[src/design/pwmsd_pkg.sv]
// Shared types and constants for the shadow-duty PWM generator.
`default_nettype none

package pwmsd_pkg;

    localparam int CNT_W      = 20;
    localparam int FREQ_W     = 14;
    localparam int PCT_W      = 8;
    localparam int CFG_IDX_W  = 2;
    localparam int DIV_W      = PCT_W + CNT_W;
    localparam int DVS_W      = FREQ_W;
    localparam int DIV_CNT_W  = $clog2(DIV_W + 1);

    // Reciprocal scaling for the division by DUTY_STEPS. Ten extra fraction bits keep
    // the quotient exact for any DUTY_STEPS up to 1024 over the full product range.
    localparam int RCP_SHIFT  = DIV_W + 10;
    localparam int RCP_HALF_W = (RCP_SHIFT + 1) / 2;
    localparam int RCP_W      = 2 * RCP_HALF_W;
    localparam int PROD_W     = DIV_W + RCP_HALF_W;
    localparam int SCALE_W    = PROD_W + RCP_HALF_W;

    localparam logic [CNT_W-1:0]  CNT_MAX  = {CNT_W{1'b1}};
    localparam logic [FREQ_W-1:0] FREQ_MIN = FREQ_W'(1);
    localparam logic [FREQ_W-1:0] FREQ_MAX = FREQ_W'(10000);
    localparam int                FREQ_RST = 1000;

    localparam logic [CFG_IDX_W-1:0] CFG_FREQ = CFG_IDX_W'(0);
    localparam logic [CFG_IDX_W-1:0] CFG_RUN  = CFG_IDX_W'(1);

    localparam logic MODE_TICK = 1'b0;
    localparam logic MODE_DUTY = 1'b1;

    typedef struct packed {
        logic tick;
        logic duty_capture;
        logic duty_scale;
        logic freq_start;
        logic run_write;
        logic pend_write;
        logic period_write;
    } t_cmd;

    typedef struct packed {
        logic div_busy;
        logic out_free;
    } t_status;

endpackage

`default_nettype wire

[src/design/pwmsd_div.sv]
// Restoring radix-2 divider, one quotient bit per cycle.
`default_nettype none

module pwmsd_div (
    input  wire logic                          i_clk,
    input  wire logic                          i_rst_n,
    input  wire logic                          i_start,
    input  wire logic [pwmsd_pkg::DIV_W-1:0]   i_dividend,
    input  wire logic [pwmsd_pkg::DVS_W-1:0]   i_divisor,
    output logic                               o_busy,
    output logic [pwmsd_pkg::DIV_W-1:0]        o_quotient
);
    import pwmsd_pkg::*;

    logic [DIV_CNT_W-1:0] r_cnt;
    logic [DIV_W-1:0]     r_quo;
    logic [DVS_W-1:0]     r_rem;
    logic [DVS_W-1:0]     r_dvs;

    logic [DVS_W:0] trial;
    logic [DVS_W:0] diff;
    logic           ge;

    assign trial = {r_rem, r_quo[DIV_W-1]};
    assign ge    = trial >= {1'b0, r_dvs};
    assign diff  = trial - {1'b0, r_dvs};

    always_ff @(posedge i_clk) begin
        if (!i_rst_n) begin
            r_cnt <= '0;
        end else if (i_start) begin
            r_cnt <= DIV_CNT_W'(DIV_W);
        end else if (r_cnt != '0) begin
            r_cnt <= r_cnt - 1'b1;
        end
    end

    always_ff @(posedge i_clk) begin
        if (i_start) begin
            r_quo <= i_dividend;
            r_rem <= '0;
            r_dvs <= i_divisor;
        end else if (r_cnt != '0) begin
            r_quo <= {r_quo[DIV_W-2:0], ge};
            r_rem <= ge ? diff[DVS_W-1:0] : trial[DVS_W-1:0];
        end
    end

    assign o_busy     = r_cnt != '0;
    assign o_quotient = r_quo;

endmodule

`default_nettype wire

[src/design/pwmsd_ctrl.sv]
// Sequencer for ticks, duty requests and configuration writes.
`default_nettype none

module pwmsd_ctrl (
    input  wire logic                              i_clk,
    input  wire logic                              i_rst_n,
    input  wire logic                              i_in_valid,
    input  wire logic                              i_in_mode,
    output logic                                   o_in_ready,
    input  wire logic                              i_cfg_valid,
    input  wire logic [pwmsd_pkg::CFG_IDX_W-1:0]   i_cfg_index,
    output logic                                   o_cfg_ready,
    input  wire pwmsd_pkg::t_status                i_status,
    output pwmsd_pkg::t_cmd                        o_cmd
);
    import pwmsd_pkg::*;

    localparam logic [1:0] ST_IDLE     = 2'd0;
    localparam logic [1:0] ST_MUL      = 2'd1;
    localparam logic [1:0] ST_SCALE    = 2'd2;
    localparam logic [1:0] ST_DIV_FREQ = 2'd3;

    logic [1:0] r_state;
    logic [1:0] n_state;
    logic       in_fire;
    logic       cfg_fire;

    assign o_cfg_ready = r_state == ST_IDLE;
    assign o_in_ready  = (r_state == ST_IDLE) && i_status.out_free && !i_cfg_valid;
    assign cfg_fire    = i_cfg_valid && o_cfg_ready;
    assign in_fire     = i_in_valid && o_in_ready;

    always_comb begin
        o_cmd                = '0;
        o_cmd.tick           = in_fire && (i_in_mode == MODE_TICK);
        o_cmd.duty_capture   = in_fire && (i_in_mode == MODE_DUTY);
        o_cmd.freq_start     = cfg_fire && (i_cfg_index == CFG_FREQ);
        o_cmd.run_write      = cfg_fire && (i_cfg_index == CFG_RUN);
        o_cmd.duty_scale     = r_state == ST_MUL;
        o_cmd.pend_write     = r_state == ST_SCALE;
        o_cmd.period_write   = (r_state == ST_DIV_FREQ) && !i_status.div_busy;
    end

    always_comb begin
        n_state = r_state;
        unique case (r_state)
            ST_IDLE: begin
                if (o_cmd.freq_start) begin
                    n_state = ST_DIV_FREQ;
                end else if (o_cmd.duty_capture) begin
                    n_state = ST_MUL;
                end
            end
            ST_MUL: begin
                n_state = ST_SCALE;
            end
            ST_SCALE: begin
                n_state = ST_IDLE;
            end
            ST_DIV_FREQ: begin
                if (!i_status.div_busy) n_state = ST_IDLE;
            end
            default: begin
                n_state = ST_IDLE;
            end
        endcase
    end

    always_ff @(posedge i_clk) begin
        if (!i_rst_n) begin
            r_state <= ST_IDLE;
        end else begin
            r_state <= n_state;
        end
    end

endmodule

`default_nettype wire

[src/design/pwmsd_dp.sv]
// Datapath: PWM counters, shadow duty pair, period divider and output register.
`default_nettype none

module pwmsd_dp #(
    parameter int TICKS_PER_SECOND = 1000000,
    parameter int DUTY_STEPS       = 100
) (
    input  wire logic                           i_clk,
    input  wire logic                           i_rst_n,
    input  wire pwmsd_pkg::t_cmd                i_cmd,
    output pwmsd_pkg::t_status                  o_status,
    input  wire logic [pwmsd_pkg::PCT_W-1:0]    i_pct,
    input  wire logic [pwmsd_pkg::FREQ_W-1:0]   i_cfg_data,
    input  wire logic                           i_out_ready,
    output logic                                o_out_valid,
    output logic                                o_pin_level,
    output logic                                o_period_start
);
    import pwmsd_pkg::*;

    localparam int PERIOD_RST_I = TICKS_PER_SECOND / FREQ_RST;
    localparam logic [CNT_W-1:0] PERIOD_RST =
        (PERIOD_RST_I > int'(CNT_MAX)) ? CNT_MAX : CNT_W'(PERIOD_RST_I);

    // Rounded-up reciprocal of DUTY_STEPS, split in two halves for narrow multipliers.
    localparam longint unsigned RCP_M_I =
        ((64'd1 << RCP_SHIFT) + 64'(DUTY_STEPS) - 64'd1) / 64'(DUTY_STEPS);
    localparam logic [RCP_W-1:0]      RCP_M  = RCP_W'(RCP_M_I);
    localparam logic [RCP_HALF_W-1:0] RCP_LO = RCP_M[RCP_HALF_W-1:0];
    localparam logic [RCP_HALF_W-1:0] RCP_HI = RCP_M[RCP_W-1:RCP_HALF_W];

    logic [CNT_W-1:0] r_phase;
    logic [CNT_W-1:0] r_period;
    logic [CNT_W-1:0] r_high;
    logic [CNT_W-1:0] r_low;
    logic [CNT_W-1:0] r_len;
    logic [CNT_W-1:0] r_pend_high;
    logic [CNT_W-1:0] r_pend_low;
    logic [CNT_W-1:0] r_pend_len;
    logic             r_pend;
    logic             r_pin;
    logic             r_run;
    logic [DIV_W-1:0] r_prod;
    logic [PROD_W-1:0] r_part_lo;
    logic [PROD_W-1:0] r_part_hi;
    logic             r_out_valid;
    logic             r_out_pin;
    logic             r_out_start;

    logic [PCT_W-1:0]  pct_c;
    logic [FREQ_W-1:0] freq_c;
    logic              div_start;
    logic [DIV_W-1:0]  div_dividend;
    logic [DVS_W-1:0]  div_divisor;
    logic              div_busy;
    logic [DIV_W-1:0]  div_quo;
    logic [SCALE_W-1:0] scale_sum;
    logic [CNT_W-1:0]  hi_q;

    logic             at_start;
    logic             do_load;
    logic [CNT_W-1:0] eff_high;
    logic [CNT_W-1:0] eff_low;
    logic [CNT_W-1:0] eff_len;
    logic [CNT_W:0]   phase_inc;
    logic             tick_pin;

    always_comb begin
        pct_c = i_pct;
        if (32'(i_pct) > DUTY_STEPS) pct_c = PCT_W'(DUTY_STEPS);
        freq_c = i_cfg_data;
        if (i_cfg_data < FREQ_MIN) begin
            freq_c = FREQ_MIN;
        end else if (i_cfg_data > FREQ_MAX) begin
            freq_c = FREQ_MAX;
        end
    end

    assign div_start    = i_cmd.freq_start;
    assign div_dividend = DIV_W'(TICKS_PER_SECOND);
    assign div_divisor  = freq_c;

    // The high count is product times reciprocal, shifted down by RCP_SHIFT.
    assign scale_sum = {r_part_hi, {RCP_HALF_W{1'b0}}} + SCALE_W'(r_part_lo);
    assign hi_q      = scale_sum[RCP_SHIFT +: CNT_W];

    pwmsd_div u_div (
        .i_clk      (i_clk),
        .i_rst_n    (i_rst_n),
        .i_start    (div_start),
        .i_dividend (div_dividend),
        .i_divisor  (div_divisor),
        .o_busy     (div_busy),
        .o_quotient (div_quo)
    );

    // A waiting shadow pair takes effect on the first tick of a period.
    always_comb begin
        at_start = r_phase == '0;
        do_load  = at_start && r_pend;
        eff_high = do_load ? r_pend_high : r_high;
        eff_low  = do_load ? r_pend_low  : r_low;
        eff_len  = do_load ? r_pend_len  : r_len;
        if (eff_len == '0) eff_len = CNT_W'(1);
        phase_inc = {1'b0, r_phase} + 1'b1;
        tick_pin  = r_pin;
        if (at_start && (eff_high != '0)) tick_pin = 1'b1;
        if ((r_phase == eff_high) && (eff_low != '0)) tick_pin = 1'b0;
    end

    always_ff @(posedge i_clk) begin
        if (!i_rst_n) begin
            r_phase     <= '0;
            r_period    <= PERIOD_RST;
            r_high      <= '0;
            r_low       <= PERIOD_RST;
            r_len       <= PERIOD_RST;
            r_pend_high <= '0;
            r_pend_low  <= '0;
            r_pend_len  <= '0;
            r_pend      <= 1'b0;
            r_pin       <= 1'b0;
            r_run       <= 1'b0;
        end else begin
            if (i_cmd.run_write) begin
                r_run <= i_cfg_data[0];
                if (!i_cfg_data[0]) r_phase <= '0;
            end
            if (i_cmd.period_write) begin
                r_period <= (div_quo > DIV_W'(CNT_MAX)) ? CNT_MAX : div_quo[CNT_W-1:0];
            end
            if (i_cmd.pend_write) begin
                r_pend_high <= hi_q;
                r_pend_low  <= r_period - hi_q;
                r_pend_len  <= r_period;
                r_pend      <= 1'b1;
            end
            if (i_cmd.tick) begin
                if (r_run) begin
                    if (do_load) begin
                        r_high <= r_pend_high;
                        r_low  <= r_pend_low;
                        r_len  <= r_pend_len;
                        r_pend <= 1'b0;
                    end
                    r_pin   <= tick_pin;
                    r_phase <= (phase_inc >= {1'b0, eff_len}) ? '0 : phase_inc[CNT_W-1:0];
                end else begin
                    r_phase <= '0;
                end
            end
        end
    end

    always_ff @(posedge i_clk) begin
        if (i_cmd.duty_capture) r_prod <= DIV_W'(pct_c) * DIV_W'(r_period);
    end

    always_ff @(posedge i_clk) begin
        if (i_cmd.duty_scale) begin
            r_part_lo <= PROD_W'(r_prod) * PROD_W'(RCP_LO);
            r_part_hi <= PROD_W'(r_prod) * PROD_W'(RCP_HI);
        end
    end

    always_ff @(posedge i_clk) begin
        if (!i_rst_n) begin
            r_out_valid <= 1'b0;
        end else if (i_cmd.tick || i_cmd.pend_write) begin
            r_out_valid <= 1'b1;
        end else if (i_out_ready) begin
            r_out_valid <= 1'b0;
        end
    end

    always_ff @(posedge i_clk) begin
        if (i_cmd.tick) begin
            r_out_pin   <= r_run ? tick_pin : r_pin;
            r_out_start <= r_run && at_start;
        end else if (i_cmd.pend_write) begin
            r_out_pin   <= r_pin;
            r_out_start <= 1'b0;
        end
    end

    assign o_status.div_busy = div_busy;
    assign o_status.out_free = !r_out_valid || i_out_ready;
    assign o_out_valid       = r_out_valid;
    assign o_pin_level       = r_out_pin;
    assign o_period_start    = r_out_start;

endmodule

`default_nettype wire

[src/design/pwm_generator_shadow_duty_unit.sv]
// Top level of the one-pin PWM generator with shadowed duty updates.
//
//  channel  direction  payload
//  s        in         tuser: mode; tdata: duty_percent
//  m        out        tdata: pin_level, period_start
//  cfg      in         index 0 freq_hz, index 1 run_enable
//
// With the result taken at once and no configuration write offered, one tick is
// accepted per cycle. A duty beat runs in order through the percent times period
// product, the reciprocal partial products for the division by DUTY_STEPS, and the
// shadow load. A freq_hz write runs the one-bit-per-cycle divider over all 28
// quotient bits, between the accept and the load of the period.
// Reset is synchronous and active low; there is no clearing pass.
// The input stalls while the result register is full and not being taken, while a
// configuration write is offered, and until a duty beat or freq_hz write has finished.
`default_nettype none

module pwm_generator_shadow_duty_unit #(
    parameter int TICKS_PER_SECOND = 1000000,
    parameter int DUTY_STEPS       = 100
) (
    input  wire logic                              i_clk,
    input  wire logic                              i_rst_n,
    input  wire logic                              i_s_tvalid,
    output logic                                   o_s_tready,
    input  wire logic [7:0]                        i_s_tdata,   // [7:0] duty_percent
    input  wire logic                              i_s_tuser,   // [0] mode
    output logic                                   o_m_tvalid,
    input  wire logic                              i_m_tready,
    output logic [7:0]                             o_m_tdata,   // [0] pin_level, [1] period_start
    input  wire logic                              i_cfg_valid,
    output logic                                   o_cfg_ready,
    input  wire logic [pwmsd_pkg::CFG_IDX_W-1:0]   i_cfg_index,
    input  wire logic [pwmsd_pkg::FREQ_W-1:0]      i_cfg_data
);
    import pwmsd_pkg::*;

    t_cmd    cmd;
    t_status status;
    logic    pin_level;
    logic    period_start;

    pwmsd_ctrl u_ctrl (
        .i_clk       (i_clk),
        .i_rst_n     (i_rst_n),
        .i_in_valid  (i_s_tvalid),
        .i_in_mode   (i_s_tuser),
        .o_in_ready  (o_s_tready),
        .i_cfg_valid (i_cfg_valid),
        .i_cfg_index (i_cfg_index),
        .o_cfg_ready (o_cfg_ready),
        .i_status    (status),
        .o_cmd       (cmd)
    );

    pwmsd_dp #(
        .TICKS_PER_SECOND (TICKS_PER_SECOND),
        .DUTY_STEPS       (DUTY_STEPS)
    ) u_dp (
        .i_clk          (i_clk),
        .i_rst_n        (i_rst_n),
        .i_cmd          (cmd),
        .o_status       (status),
        .i_pct          (i_s_tdata),
        .i_cfg_data     (i_cfg_data),
        .i_out_ready    (i_m_tready),
        .o_out_valid    (o_m_tvalid),
        .o_pin_level    (pin_level),
        .o_period_start (period_start)
    );

    assign o_m_tdata = {6'b0, period_start, pin_level};

endmodule

`default_nettype wire
[config.mk]
export PLATFORM = sky130hd
export DESIGN_NAME = pwm_generator_shadow_duty_unit
export DESIGN_NICKNAME = d
export VERILOG_FILES = /design/src/design/pwmsd_pkg.sv /design/src/design/pwmsd_div.sv /design/src/design/pwmsd_ctrl.sv /design/src/design/pwmsd_dp.sv /design/src/design/pwm_generator_shadow_duty_unit.sv
export SDC_FILE = /design/constraint.sdc
export NUM_CORES = 2
export LEC_CHECK = 0
export BUFFER_PORTS_ARGS = -buffer_cell sky130_fd_sc_hd__buf_4
export CAP_MARGIN = 10
export CORE_AREA = 2 2 260 262
export DETAILED_ROUTE_END_ITERATION = 10
export DIE_AREA = 0 0 262 264
export PLACE_DENSITY_LB_ADDON = 0.2
export SYNTH_ARGS = -nofsm -noshare
export SYNTH_HDL_FRONTEND = slang
export SYNTH_SLANG_ARGS = --single-unit
[constraint.sdc]
create_clock -name i_clk -period 5.9 [get_ports i_clk]
set_clock_uncertainty 0.1 [all_clocks]
set_input_delay 0.295 -clock i_clk [delete_from_list [all_inputs] [get_ports i_clk]]
set_output_delay 0.295 -clock i_clk [all_outputs]
set_load 0.005 [all_outputs]
==> impl.org <==
** Yosys
- Summing the areas of all xor and xnor instances in the mapped netlist gives under 10% of the synthesized area.
- Adder and majority gate portion of the synthesized area :: between 30% and 40%
- Counting distinct cell types in the post-synthesis netlist gives 70.
- Count of flip-flops with a built-in enable after synthesis :: between 100 and 150
- Summing the areas of all and, or, nand and nor instances in the mapped netlist gives roughly an eighth of the synthesized area.
- The share of the Yosys chip area taken by registers is between 20% and 30%.
- Combinational family with the most area after synthesis :: adder cells
- After technology mapping, the gate count stands at around 3400.
- The average instance in the mapped netlist occupies about 9.6 µm².
- Top flip-flop cell by instance count after synthesis :: sky130_fd_sc_hd__dfxtp_1
- Share of flip-flops with an asynchronous set or reset :: 0%
- Yosys warning total :: 0
- Counting flops and latches in the post-synthesis netlist gives around 320.
- Cell area after synthesis :: 32820 µm²
- Compound-Gate Fraction of Synth Area :: 10.95%
- After synthesis, the share of cell area in mux cells is under 10%.

** Timing
- Final setup viols :: 0
- Setup repair after global routing could not meet its margin everywhere.
- Fmax :: between 0.15 and 0.2 GHz
- The final count of pins violating max slew is 0.
- Crit path time final :: ~6 ns
- In this run the tightest slew margin relative to its limit is between 20 and 30%.
- Worst Tran Pin Value :: 1.066 ns
- After layout, the worst path uses 99.95% of the clock period.
- The number of endpoints with negative hold slack in the final report came to 0.

** Die
- IO Pins :: between 40 and 50
- Starting utilization of the core area :: 49.31%
- Y dimension of the die :: 264 µm
- Row generation in the floorplan step produced between 90 and 100 rows.
- The region available for standard cell placement spans approximately 67000 µm².
- Die Area :: ~70000 µm²
- In this run the horizontal extent of the chip is between 200 and 300 µm.

** Layout
- Fraction of layout instances using a drive strength above 1 :: ~14%
- Relative to the synthesized area, the layout overhead comes to 16.21%.
- The finished layout holds approximately 4600 standard cells, fillers aside.
- Antenna cell count :: 0
- After the last flow step, the layout net total stands at between 4000 and 5000.

** Outcome
- Run status :: finished, final reports clean

** Routing
- Total vias in the final route :: 24320
- Number of violations reported at the end of detailed-routing iteration 0 :: 1442
- Top routing layer in use :: met4
- The count of nets left with antenna violations once routing finished came out at 0.
- Wirelength, routed :: 85050 µm
- Number of vias per cell after detailed routing :: ~5.3
- Detailed-routing wirelength on met1 :: just under 40000 µm
- Amount of wire on met3 after detailed routing :: around 3700 µm
- Met2 Wirelength :: 39770 µm
- Dividing the detail-routed wire length by the instance count gives 18.37 µm.
- For this run, design rule violations remaining after detail routing come to 0.
- Before antenna repair, the detailed router went through 5 iterations.

** Run
- Maximum Capacitance Violations :: 0

** Global routing
- The total overflow left after global routing is 0.
- Entering global routing, the biggest net connects 84 pins.
- First-pass GRT wire length :: roughly 130000 µm
- Antenna violations before repair :: 0
- Global routing consumed, over all layers together, between 20% and 30% of the routing resources.
- The via count of the first global-routing pass was 24690.

** Worst setup path
- Setup crit start kind :: register
- Setup crit end kind :: register
- The setup check on the worst reg-to-reg path leaves a slack of about 0.0032 ns.
- Data on the critical path is required at its endpoint by 6.11 ns.
- The worst setup path is of the reg2reg kind.
- In this run the worst path has a maximum fanout of 5.
- For the worst setup path, the data arrival time is a little over 6 ns.

** CTS
- Deepest level of the CTS H-tree :: 2
- Clock-pin slew was measured on the worst setup and hold paths at 0.06 ns.
- Counting along the longest clock path gives a buffer depth of 3.
- The tree built by TritonCTS fans out to 322 sinks.
- Clock insertion delay at the later pin of the skew report :: roughly 0.57 ns
- TritonCTS clock tree :: built
- In this run, CTS created clock tree buffers numbering 40.
- The tree is rooted in a sky130_fd_sc_hd__clkbuf_16.

** Placed design
- Number of placed instances, taps included :: around 4500
- Final GP Congestion :: a little over 0.9
- The HPWL after detailed placement is a little under 70000 µm.
- Port buffering added 34 buffers.

** Min path
- Path class of the lowest-slack min-delay path :: in2reg
## final timing paths
kind,from,to,depth (start not counted)
worst max-delay path,u_dp.r_prod[14]$_DFFE_PP_,u_dp.r_part_lo[46]$_DFFE_PP_,20
worst min-delay path,i_cfg_index[1],u_dp.r_run$_SDFFE_PN0P_,5
worst max register to register,u_dp.r_prod[14]$_DFFE_PP_,u_dp.r_part_lo[46]$_DFFE_PP_,20
worst min register to register,u_dp.r_low[18]$_SDFFE_PN0P_,u_dp.r_low[18]$_SDFFE_PN0P_,2
## sequential cells by signal, summed over array words and instances, names as in the netlist, 28 cells and up
register and cells:
u_dp.r_part_hi 37, u_dp.r_prod 28, u_dp.r_part_lo 28, u_dp.u_div.o_quotient 28
## metal layers
metal / global-route usage (%) / up-vias
li1: - / 11970
met2: 40.83 / 412
met5: 0 / -
met1: 34.42 / 11810
met3: 3.464 / 123
met4: 7.482 / 0
## synth_stat cells (all sizes together), types with 50 or more instances
| cell | number | area, µm² |
|---|---|---|
| a21o | 53 | 397.9 |
| a21oi | 131 | 655.6 |
| nand2 | 369 | 1388 |
| a21boi | 87 | 653.1 |
| nor2b | 75 | 469.2 |
| and2 | 52 | 325.3 |
| o21ai | 110 | 550.5 |
| mux2i | 50 | 500.5 |
| fa | 369 | 7387 |
| xnor2 | 95 | 832.1 |
| nor2 | 86 | 322.8 |
| nand3 | 55 | 275.3 |
| dfxtp | 213 | 4264 |
| edfxtp | 109 | 3273 |
| clkbuf | 98 | 367.9 |
| xor2 | 60 | 525.5 |
| and3 | 84 | 525.5 |
| ha | 444 | 5555 |
| inv | 545 | 2046 |
## cell usage in the layout (no fill, tap or decap), types with 10 or more instances in the layout
| cell | n |
|---|---|
| sky130_fd_sc_hd__nand2b_1 | 26 |
| sky130_fd_sc_hd__a21oi_2 | 10 |
| sky130_fd_sc_hd__edfxtp_1 | 109 |
| sky130_fd_sc_hd__inv_1 | 529 |
| sky130_fd_sc_hd__conb_1 | 26 |
| sky130_fd_sc_hd__nor2_1 | 84 |
| sky130_fd_sc_hd__dfxtp_1 | 213 |
| sky130_fd_sc_hd__a21boi_0 | 84 |
| sky130_fd_sc_hd__nor2b_1 | 72 |
| sky130_fd_sc_hd__nor3_1 | 25 |
| sky130_fd_sc_hd__nand4_1 | 35 |
| sky130_fd_sc_hd__buf_4 | 323 |
| sky130_fd_sc_hd__and3_1 | 82 |
| sky130_fd_sc_hd__ha_4 | 23 |
| sky130_fd_sc_hd__and2_1 | 52 |
| sky130_fd_sc_hd__a21o_1 | 53 |
| sky130_fd_sc_hd__dlygate4sd3_1 | 18 |
| sky130_fd_sc_hd__or2_2 | 14 |
| sky130_fd_sc_hd__xor2_1 | 60 |
| sky130_fd_sc_hd__inv_2 | 16 |
| sky130_fd_sc_hd__o221a_2 | 14 |
| sky130_fd_sc_hd__nor4_1 | 29 |
| sky130_fd_sc_hd__fa_1 | 363 |
| sky130_fd_sc_hd__o21a_1 | 25 |
| sky130_fd_sc_hd__xnor2_1 | 94 |
| sky130_fd_sc_hd__a22oi_1 | 12 |
| sky130_fd_sc_hd__a211oi_1 | 10 |
| sky130_fd_sc_hd__a21oi_1 | 119 |
| sky130_fd_sc_hd__nand2_1 | 368 |
| sky130_fd_sc_hd__mux2i_1 | 50 |
| sky130_fd_sc_hd__nand3_1 | 55 |
| sky130_fd_sc_hd__clkbuf_16 | 42 |
| sky130_fd_sc_hd__o21ai_0 | 103 |
| sky130_fd_sc_hd__ha_1 | 417 |
| sky130_fd_sc_hd__o21bai_1 | 14 |
## through the flow
stage               instance area, µm²  util [%]  TNS [ns]  setup WS [ns]  hold slack, ns
floorplan                        32920         -         0       0.002611          0.3406
global placement                 35920     53.96    -2.246        -0.3093          0.3477
detailed placement               35920     53.96    -4.160        -0.4608          0.3566
CTS                              37630     56.53  -0.03375       -0.03375         0.09411
global route                     38140     57.30   -0.7137        -0.1656          0.1482
finish                           38140     57.30         0       0.003174          0.1123
## final cells by class
| class | count | area, µm² |
|---|---|---|
| inverter | 546 | 2049 |
| clock buffer | 56 | 1174 |
| sequential | 322 | 7537 |
| fill | 5875 | 28420 |
| timing repair buffer | 346 | 2679 |
| multi-input combinational | 2470 | 23460 |
| clock inverter | 17 | 150.1 |
| tap | 873 | 1092 |
## worst max-delay path: stages (launching register included)
cell                        delay, ns
sky130_fd_sc_hd__edfxtp_1        0.47
sky130_fd_sc_hd__inv_1           0.09
sky130_fd_sc_hd__fa_1            0.50
sky130_fd_sc_hd__inv_2           0.07
sky130_fd_sc_hd__ha_4            0.26
sky130_fd_sc_hd__fa_1            0.49
sky130_fd_sc_hd__inv_1           0.06
sky130_fd_sc_hd__fa_1            0.50
sky130_fd_sc_hd__fa_1            0.52
sky130_fd_sc_hd__fa_1            0.55
sky130_fd_sc_hd__inv_1           0.07
sky130_fd_sc_hd__ha_4            0.28
sky130_fd_sc_hd__nand4_1         0.21
sky130_fd_sc_hd__a2111oi_4       0.50
sky130_fd_sc_hd__o31ai_2         0.10
sky130_fd_sc_hd__buf_4           0.17
sky130_fd_sc_hd__a21oi_4         0.14
sky130_fd_sc_hd__o221ai_2        0.12
sky130_fd_sc_hd__o21bai_1        0.20
sky130_fd_sc_hd__a21oi_1         0.10
sky130_fd_sc_hd__xnor2_1         0.14
## cells by family after synthesis
kind of cell / after synthesis
muxes: 50
xor gates and xnor gates: 156
AOI/OAI and AO/OA: 544
DFF: 322
adders and majority gates: 813
buffers and inverters: 661
other: 2
and+or+nand+nor: 881
## repair_timing
action                                  4_1_cts  5_1_grt
pin swaps                                    15       67
buffers inserted                              7       12
hold buffers                                 18        0
hold endpoints to repair                     20        0
resized for setup                            30       81
cloned                                        0        0
endpoints found under the setup margin       17       43
Power is not shown: default switching activity piles up to over one toggle a cycle in this logic, so the estimate is an artifact.
